===== config.mk =====
export PLATFORM = sky130hd
export DESIGN_NAME = lsb_stego_stream_decoder_flat
export DESIGN_NICKNAME = d
export VERILOG_FILES = /design/src/lsd_pkg.sv /design/src/lsd_if.sv /design/src/lsb_stego_stream_decoder.sv /design/src/flat_wrapper.sv
export SDC_FILE = /design/constraint.sdc
export NUM_CORES = 1
export LEC_CHECK = 0
export ABC_AREA = 1
export BUFFER_PORTS_ARGS = -buffer_cell sky130_fd_sc_hd__clkbuf_2
export CAP_MARGIN = 15
export CORE_UTILIZATION = 58
export CTS_BUF_LIST = sky130_fd_sc_hd__clkbuf_8
export CTS_CLUSTER_SIZE = 25
export DETAILED_ROUTE_END_ITERATION = 8
export PLACE_DENSITY = 0.82
export SLEW_MARGIN = 0
export SYNTH_ARGS = -nofsm -noshare
export SYNTH_HDL_FRONTEND = slang
export SYNTH_SLANG_ARGS = --single-unit

===== constraint.sdc =====
create_clock -name clk -period 4.1 [get_ports clk]
set_input_delay 0.205 -clock clk [delete_from_list [all_inputs] [get_ports clk]]
set_output_delay 0.205 -clock clk [all_outputs]
set_load 0.05 [all_outputs]

===== src/lsd_pkg.sv =====
// Package with the shared types and constants of the stego stream decoder.
package lsd_pkg;

  localparam int unsigned MAX_EXT_LEN = 9;

  localparam int unsigned HDR_W = 10;
  localparam int unsigned MAGIC_W = 16;
  localparam int unsigned CFG_IDX_W = 1;
  localparam int unsigned CFG_DATA_W = 16;
  localparam int unsigned EXT_W = 4;
  localparam int unsigned VALUE_W = 32;

  localparam logic [HDR_W-1:0] HEADER_SKIP_RESET = 10'd54;
  localparam logic [MAGIC_W-1:0] MAGIC_WORD_RESET = 16'd9002;

  localparam logic [CFG_IDX_W-1:0] CFG_HEADER_SKIP = 1'd0;
  localparam logic [CFG_IDX_W-1:0] CFG_MAGIC_WORD = 1'd1;

  typedef enum logic [2:0] {
    K_SIZE   = 3'd0,
    K_EXTLEN = 3'd1,
    K_EXTB   = 3'd2,
    K_DATA   = 3'd3,
    K_MAGIC  = 3'd4,
    K_EXTERR = 3'd5
  } kind_t;

  typedef enum logic [6:0] {
    PH_IDLE   = 7'b0000001,
    PH_HEADER = 7'b0000010,
    PH_MAGIC  = 7'b0000100,
    PH_SIZE   = 7'b0001000,
    PH_EXTLEN = 7'b0010000,
    PH_EXT    = 7'b0100000,
    PH_DATA   = 7'b1000000
  } phase_t;

endpackage


===== src/lsd_if.sv =====
// Stream interfaces for image bytes in and decoded results out.
interface lsd_in_if;
  logic       valid;
  logic       ready;
  logic [7:0] cover_byte;
  logic       first;

  modport source (output valid, output cover_byte, output first, input ready);
  modport sink (input valid, input cover_byte, input first, output ready);
endinterface

interface lsd_out_if;
  logic        valid;
  logic        ready;
  logic [2:0]  kind;
  logic [31:0] value;
  logic        last;

  modport source (output valid, output kind, output value, output last, input ready);
  modport sink (input valid, input kind, input value, input last, output ready);
endinterface


===== src/lsb_stego_stream_decoder.sv =====
// Top level of the LSB steganography stream decoder.
//
//   Channel   Direction  Contents
//   in_ch     sink       cover_byte, first
//   out_ch    source     kind, value, last
//   cfg_*     write      cfg_we, cfg_index, cfg_data (header_skip, magic_word)
//
// The parser state updates on each accepted image byte.
// A result lands in a single output register in the cycle after its byte is taken.
// A new byte is taken whenever the output register is empty or is being emptied.
// Reset returns the parser to idle and loads the register defaults.
module lsb_stego_stream_decoder (
  input  logic                         clk,
  input  logic                         rst_n,
  lsd_in_if.sink                       in_ch,
  lsd_out_if.source                    out_ch,
  input  logic                         cfg_we,
  input  logic [lsd_pkg::CFG_IDX_W-1:0]  cfg_index,
  input  logic [lsd_pkg::CFG_DATA_W-1:0] cfg_data
);
  import lsd_pkg::*;

  logic [HDR_W-1:0]   header_skip_r;
  logic [MAGIC_W-1:0] magic_word_r;

  phase_t             phase_r, phase_nxt;
  logic [HDR_W-1:0]   pos_r, pos_nxt;
  logic [31:0]        acc_r, acc_nxt;
  logic [31:0]        data_r, data_nxt;
  logic [EXT_W-1:0]   ext_r, ext_nxt;
  logic               mi_r, mi_nxt;

  logic               out_valid_r;
  kind_t              out_kind_r, kind_nxt;
  logic [31:0]        out_value_r, value_nxt;
  logic               out_last_r, last_nxt;
  logic               emit_nxt;

  logic               accept;
  logic               done;
  logic [31:0]        word;
  logic [7:0]         byte_val;
  logic [7:0]         want;

  assign in_ch.ready = !out_valid_r || out_ch.ready;
  assign accept = in_ch.valid && in_ch.ready;

  assign out_ch.valid = out_valid_r;
  assign out_ch.kind  = out_kind_r;
  assign out_ch.value = out_value_r;
  assign out_ch.last  = out_last_r;

  always_comb begin
    phase_nxt = phase_r;
    pos_nxt   = pos_r;
    acc_nxt   = acc_r;
    data_nxt  = data_r;
    ext_nxt   = ext_r;
    mi_nxt    = mi_r;
    emit_nxt  = 1'b0;
    kind_nxt  = K_SIZE;
    value_nxt = '0;
    last_nxt  = 1'b0;
    done      = 1'b0;
    word      = '0;
    byte_val  = '0;
    want      = '0;

    if (in_ch.first) begin
      phase_nxt = PH_HEADER;
      pos_nxt   = '0;
      acc_nxt   = '0;
      data_nxt  = '0;
      ext_nxt   = '0;
      mi_nxt    = 1'b0;
    end

    if (phase_nxt == PH_IDLE) begin
      done = 1'b1;
    end else if (phase_nxt == PH_HEADER) begin
      if (pos_nxt < header_skip_r) begin
        pos_nxt = pos_nxt + HDR_W'(1);
        done    = 1'b1;
      end else begin
        phase_nxt = PH_MAGIC;
        pos_nxt   = '0;
        acc_nxt   = '0;
      end
    end

    if (!done) begin
      acc_nxt = {acc_nxt[30:0], in_ch.cover_byte[0]};
      pos_nxt = pos_nxt + HDR_W'(1);

      if (phase_nxt == PH_SIZE || phase_nxt == PH_EXTLEN) begin
        if (pos_nxt >= 10'd32) begin
          word    = acc_nxt;
          pos_nxt = '0;
          acc_nxt = '0;
          emit_nxt  = 1'b1;
          value_nxt = word;
          if (phase_nxt == PH_SIZE) begin
            data_nxt  = word[31] ? 32'd0 : word;
            phase_nxt = PH_EXTLEN;
            kind_nxt  = K_SIZE;
          end else if (!word[31] && word > 32'(MAX_EXT_LEN)) begin
            phase_nxt = PH_IDLE;
            kind_nxt  = K_EXTERR;
            last_nxt  = 1'b1;
          end else begin
            ext_nxt  = word[31] ? '0 : word[EXT_W-1:0];
            kind_nxt = K_EXTLEN;
            if (ext_nxt != '0) begin
              phase_nxt = PH_EXT;
            end else if (data_nxt != 32'd0) begin
              phase_nxt = PH_DATA;
            end else begin
              phase_nxt = PH_IDLE;
              last_nxt  = 1'b1;
            end
          end
        end
      end else if (pos_nxt >= 10'd8) begin
        byte_val = acc_nxt[7:0];
        pos_nxt  = '0;
        acc_nxt  = '0;
        case (phase_nxt)
          PH_MAGIC: begin
            want = mi_nxt ? magic_word_r[7:0] : magic_word_r[15:8];
            if (byte_val != want) begin
              phase_nxt = PH_IDLE;
              mi_nxt    = 1'b0;
              emit_nxt  = 1'b1;
              kind_nxt  = K_MAGIC;
              value_nxt = {24'd0, byte_val};
              last_nxt  = 1'b1;
            end else if (mi_nxt) begin
              mi_nxt    = 1'b0;
              phase_nxt = PH_SIZE;
            end else begin
              mi_nxt = 1'b1;
            end
          end
          PH_EXT: begin
            ext_nxt   = ext_nxt - EXT_W'(1);
            emit_nxt  = 1'b1;
            kind_nxt  = K_EXTB;
            value_nxt = {24'd0, byte_val};
            if (ext_nxt == '0) begin
              if (data_nxt != 32'd0) begin
                phase_nxt = PH_DATA;
              end else begin
                phase_nxt = PH_IDLE;
                last_nxt  = 1'b1;
              end
            end
          end
          PH_DATA: begin
            data_nxt  = data_nxt - 32'd1;
            emit_nxt  = 1'b1;
            kind_nxt  = K_DATA;
            value_nxt = {24'd0, byte_val};
            if (data_nxt == 32'd0) begin
              phase_nxt = PH_IDLE;
              last_nxt  = 1'b1;
            end
          end
          default: begin
            phase_nxt = PH_IDLE;
          end
        endcase
      end
    end
  end

  always_ff @(posedge clk) begin
    if (!rst_n) begin
      header_skip_r <= HEADER_SKIP_RESET;
      magic_word_r  <= MAGIC_WORD_RESET;
    end else if (cfg_we) begin
      case (cfg_index)
        CFG_HEADER_SKIP: header_skip_r <= cfg_data[HDR_W-1:0];
        CFG_MAGIC_WORD:  magic_word_r  <= cfg_data[MAGIC_W-1:0];
        default: begin
        end
      endcase
    end
  end

  always_ff @(posedge clk) begin
    if (!rst_n) begin
      phase_r     <= PH_IDLE;
      pos_r       <= '0;
      acc_r       <= '0;
      data_r      <= '0;
      ext_r       <= '0;
      mi_r        <= 1'b0;
      out_valid_r <= 1'b0;
    end else begin
      if (accept) begin
        phase_r <= phase_nxt;
        pos_r   <= pos_nxt;
        acc_r   <= acc_nxt;
        data_r  <= data_nxt;
        ext_r   <= ext_nxt;
        mi_r    <= mi_nxt;
      end
      if (accept && emit_nxt) begin
        out_valid_r <= 1'b1;
      end else if (out_ch.ready) begin
        out_valid_r <= 1'b0;
      end
    end
  end

  always_ff @(posedge clk) begin
    if (accept && emit_nxt) begin
      out_kind_r  <= kind_nxt;
      out_value_r <= value_nxt;
      out_last_r  <= last_nxt;
    end
  end

endmodule


===== src/flat_wrapper.sv =====
// flat-port wrapper written by rule: the top's interface ports become plain ports
module lsb_stego_stream_decoder_flat import lsd_pkg::*;
  (clk, rst_n, cfg_we, cfg_index, cfg_data, in_ch_valid, in_ch_cover_byte, in_ch_first, in_ch_ready, out_ch_valid, out_ch_kind, out_ch_value, out_ch_last, out_ch_ready);
  lsd_in_if in_ch_i ();
  lsd_out_if out_ch_i ();
  input  logic clk;
  input  logic rst_n;
  input  logic cfg_we;
  input  logic [lsd_pkg::CFG_IDX_W-1:0] cfg_index;
  input  logic [lsd_pkg::CFG_DATA_W-1:0] cfg_data;
  input wire logic [$bits(in_ch_i.valid)-1:0] in_ch_valid;
  input wire logic [$bits(in_ch_i.cover_byte)-1:0] in_ch_cover_byte;
  input wire logic [$bits(in_ch_i.first)-1:0] in_ch_first;
  output wire logic [$bits(in_ch_i.ready)-1:0] in_ch_ready;
  output wire logic [$bits(out_ch_i.valid)-1:0] out_ch_valid;
  output wire logic [$bits(out_ch_i.kind)-1:0] out_ch_kind;
  output wire logic [$bits(out_ch_i.value)-1:0] out_ch_value;
  output wire logic [$bits(out_ch_i.last)-1:0] out_ch_last;
  input wire logic [$bits(out_ch_i.ready)-1:0] out_ch_ready;
  assign in_ch_i.valid = in_ch_valid;
  assign in_ch_i.cover_byte = in_ch_cover_byte;
  assign in_ch_i.first = in_ch_first;
  assign in_ch_ready = in_ch_i.ready;
  assign out_ch_valid = out_ch_i.valid;
  assign out_ch_kind = out_ch_i.kind;
  assign out_ch_value = out_ch_i.value;
  assign out_ch_last = out_ch_i.last;
  assign out_ch_i.ready = out_ch_ready;
  lsb_stego_stream_decoder u_core (.clk(clk), .rst_n(rst_n), .in_ch(in_ch_i), .out_ch(out_ch_i), .cfg_we(cfg_we), .cfg_index(cfg_index), .cfg_data(cfg_data));
endmodule

==> metrics list <==
* Avg Synthesized Cell Area: 6.010 um2
* WHS Path Cells: 3
- Detailed placement HPWL: 21900 um
- In this run the number of H-tree levels came out at 4.
* Top-level I/O count: 69
- Setup violations remaining at the end of the flow were counted as 0.
- Counting flops with a built-in enable in the synthesized netlist gives 36.
- Cell type with the highest aggregate area in the netlist: sky130_fd_sc_hd__dfxtp_1
- Counting I/O delays and the setup requirement, the final critical path takes 3.791 ns.
- Yosys printed 0 warnings.
- Summing the areas of all compound-gate instances in the mapped netlist gives 16.67% of the synthesized area.
- Overflow after GRT: 0
* Sequence of cells on the critical path: nand2_1 -> inv_1 -> ha_1 -> nand2_1 -> nor3b_1 -> nand2_1 -> nor2_1 -> nor2_2 -> nand2_2 -> nor2_2 -> a21oi_2 -> inv_1 -> ha_1 -> nand3_1 -> nor2_4 -> xnor2_1 -> nand3_1 -> nor2_2 -> nand2_4 -> nand2_4 -> nor2_1 -> o21ai_2 -> clkinvlp_4 -> buf_12
- The congestion estimate from routability-driven global placement came to 0.9595.
- Outcome: finished with violations
- Violated checks: design-rule violations
* X dimension of the die: 138.4 um
- After clock tree synthesis, the clock-pin slew on the worst setup and hold paths is 0.10 ns.
- In this run the core area contains 49 standard-cell rows.
- In the synthesized netlist the dominant register cell turns out to be sky130_fd_sc_hd__dfxtp_1.
* Transition time of the tightest slew-check pin: 1.036 ns
- Cells after synthesis: 1796
- The clock drives 148 sinks.
- Share of final-layout standard cells stronger than drive strength 1: 9.343%
- Across the routed clock network, the largest skew measured is 0.01563 ns.
- Area share of and/or/nand/nor cells after synthesis: 37.02%
- Ranked by total cell area, the synthesized netlist is headed by sky130_fd_sc_hd__dfxtp_1, sky130_fd_sc_hd__nand2_1, sky130_fd_sc_hd__edfxtp_1, sky130_fd_sc_hd__nor2_1, sky130_fd_sc_hd__o21ai_0.
* Fmax achieved: 0.2638 GHz
- After synthesis, the share of flip-flops with an asynchronous set or reset is 0%.
- Proportion of netlist area held by the largest area contributor: 20.77%
- Minimum setup slack among reg-to-reg paths: 0.31 ns
- The final layout contains 1873 nets.
* Top library cells by usage in the layout, fill and taps aside: sky130_fd_sc_hd__nand2_1, sky130_fd_sc_hd__nor2_1, sky130_fd_sc_hd__inv_1, sky130_fd_sc_hd__o21ai_0, sky130_fd_sc_hd__nand3_1
- At the worst endpoint, the required time is 4.32 ns.
- Detailed-route wire length: 31640 um
- Of the available clock period, the critical path in the final layout requires 92.47%.
- Cell at the slowest stage of the critical path: sky130_fd_sc_hd__dfxtp_1
- Family of cells with the greatest summed delay on the critical path: simple AND/OR/NAND/NOR gates
* Pin count of the biggest net entering global routing: 84
- In this run, synthesis produced a sequential element count of 148.
- Including well taps, the total number of placed cells is 2023.
- Post-Synthesis Cell Area: 10790 um2
* Critical path buffers and inverters: 4
- Adder and majority gate portion of the synthesized area: 1.623%
- The first routing iteration left 1110 violations.
* DR DRC count: 8
- STA classifies the critical path endpoint as a register.
- Layout overhead on the synthesized area: 9.354%
* Class of the tightest hold or removal check: in2reg
- For this run, the detailed router's first-pass iteration total came to 9.
- The final hold violation count is 0.
- In this run the remaining antenna-violating nets after routing total 0.
* Initial cell density of the core: 59.68%
* Maximum Capacitance Violations: 0
- TritonCTS Buffers: 17
- Wire length of the first global-routing pass: 51510 um
- Post-Route Setup TNS: 0 ns
- Count of unique library cells instantiated by Yosys: 41
* Core box area: 18090 um2
- Vias after detailed routing: 11890
- The number of nets handed over by synthesis was 1841.
- Of the total synthesized cell area, the portion taken by XOR and XNOR cells is 2.515%.
- Total power density per cell area: 299.6 nW/um2
- Class of the most critical setup path: reg2reg
* Number of pins with negative max-slew slack in the final report: 0
- Area enclosed by the die boundary: 19160 um2
* Largest fanout on the critical path: 33
- Leaving out fill and tap cells, the most frequent cell in the layout is sky130_fd_sc_hd__nand2_1.
- Leakage dissipation: 5.737 nW
* Area after detailed placement: 11240 um2
- 0 antenna diodes ended up in the layout.
* Initial antenna violation count: 0
* Final worst-path setup slack: 0.3086 ns
- In the final routed layout, each cell accounts on average for 15.28 um.
* Maximum ir drop on the vdd rail: 0.2285 mV
* Multiplexer fraction of the synthesized cell area: 0.4637%
- Prior to clock tree synthesis, the placed netlist has a worst setup slack of 0.04227 ns.
* Part of the Yosys area used for sequential elements: 30.79%
- The via count of the first global-routing pass was 10770.
* IO Port Bufs: 61
- The tree is rooted in a sky130_fd_sc_hd__clkbuf_8.
- After synthesis, the largest family of logic cells by area is simple AND/OR/NAND/NOR gates.
* CP max stage delay: 0.33 ns
* Overall routing resource usage: 33.10%
* Worst path depth: 24
* Clk buf depth: 2
* Clock insertion delay at the later pin of the skew report: 0.48 ns
- TritonCTS built the clock tree.
* CP Data Arrival Time: 4.01 ns
* Kind of start point of the critical path: register
- Depth of the most critical reg-to-reg path: 24
* Routed via count divided by cell count: 5.744
- The count of cells in the finished layout, fillers not included, comes to 2070.
* Relative slew slack: 30.87%
- Area of all placed cells without fillers: 11800 um2
* Die height: 138.4 um
[per-stage QoR]
step,power (mW),hold WS (ns),util (%)
after global placement,2.334,0.4111,62.17
final,3.537,0.01410,65.26
after floorplan,2.165,0.3182,-
after CTS,3.511,0.007458,65.03
after detailed placement,2.348,0.4255,62.17
after global routing,3.675,0.007302,65.26
[area by class of cell]
| type | instances | area, um2 |
|---|---|---|
| multi-input combinational | 1355 | 6327 |
| fill | 1679 | 6282 |
| sequential | 148 | 3323 |
| timing repair buffer | 111 | 742.0 |
| inverter | 195 | 737.0 |
| tap | 229 | 286.5 |
| clock buffer | 18 | 247.7 |
| clock inverter | 14 | 140.1 |
[worst paths after layout]
kind	from	endpoint
worst max-delay path	u_core.pos_r[9]$_SDFFE_PN0P_	u_core.out_ch.value[18]$_SDFFCE_PP0P_
worst min-delay path	cfg_data[7]	u_core.magic_word_r[7]$_SDFFE_PN0P_
worst max register to register	u_core.pos_r[9]$_SDFFE_PN0P_	u_core.out_ch.value[18]$_SDFFCE_PP0P_
worst min register to register	u_core.ext_r[2]$_SDFFE_PN0P_	u_core.ext_r[2]$_SDFFE_PN0P_
[tightest hold or removal path, stage by stage]
cell and delay (ns):
sky130_fd_sc_hd__clkbuf_2 0.10, sky130_fd_sc_hd__o21ai_0 0.08, sky130_fd_sc_hd__nor2_1 0.08
[cell usage after synthesis, types with 13 or more instances]
master and n:
sky130_fd_sc_hd__nand2_1 530, sky130_fd_sc_hd__nor2_1 217, sky130_fd_sc_hd__inv_1 187, sky130_fd_sc_hd__o21ai_0 160, sky130_fd_sc_hd__nand3_1 146, sky130_fd_sc_hd__a21oi_1 145
sky130_fd_sc_hd__dfxtp_1 112, sky130_fd_sc_hd__clkbuf_1 57, sky130_fd_sc_hd__edfxtp_1 36, sky130_fd_sc_hd__xor2_1 29, sky130_fd_sc_hd__nand4_1 25, sky130_fd_sc_hd__buf_2 23
sky130_fd_sc_hd__ha_1 14, sky130_fd_sc_hd__o211ai_1 14, sky130_fd_sc_hd__o21ai_1 13
[what timing repair did]
| item | 4_1_cts | 5_1_grt |
|---|---|---|
| hold endpoints to repair | 15 | 0 |
| setup buffers | 0 | 2 |
| setup endpoints to repair | 0 | 86 |
| hold buffers | 13 | 0 |
| gates resized for setup | 0 | 9 |
[cell families (layout without fill, tap and decap cells)]
logic type / Yosys count / count (layout)
simple gates: 960 / 960
mux: 5 / 5
flops: 148 / 148
compound gates: 345 / 345
fa+ha+maj: 14 / 14
xor+xnor: 31 / 31
buf+inv: 293 / 338
[routing by layer]
layer	wire, um	vias to the layer above	global-route usage (%)
met5	0	-	0
met4	1158	0	15.32
met3	2052	92	5.611
met2	15060	467	55.73
met1	13370	5468	41.40
li1	-	5864	-
[power breakdown]
| part | internal, mW | switching, mW | total, mW |
|---|---|---|---|
| clock | 0.515 | 0.665 | 1.18 |
| combinational | 0.225 | 0.556 | 0.781 |
| sequential | 1.54 | 0.0317 | 1.58 |
[sequential cells by signal, indices dropped and copies added, names as in the netlist]
name,count
u_core.data_r,32
u_core.out_ch.value,32
u_core.acc_r,31
u_core.magic_word_r,16
u_core.header_skip_r,10
u_core.pos_r,10
u_core.phase_r,7
u_core.ext_r,4
u_core.out_ch.kind,3
u_core.mi_r,1
u_core.out_ch.last,1
u_core.out_ch.valid,1
No activity file was read; power rests on OpenSTA's default activity.
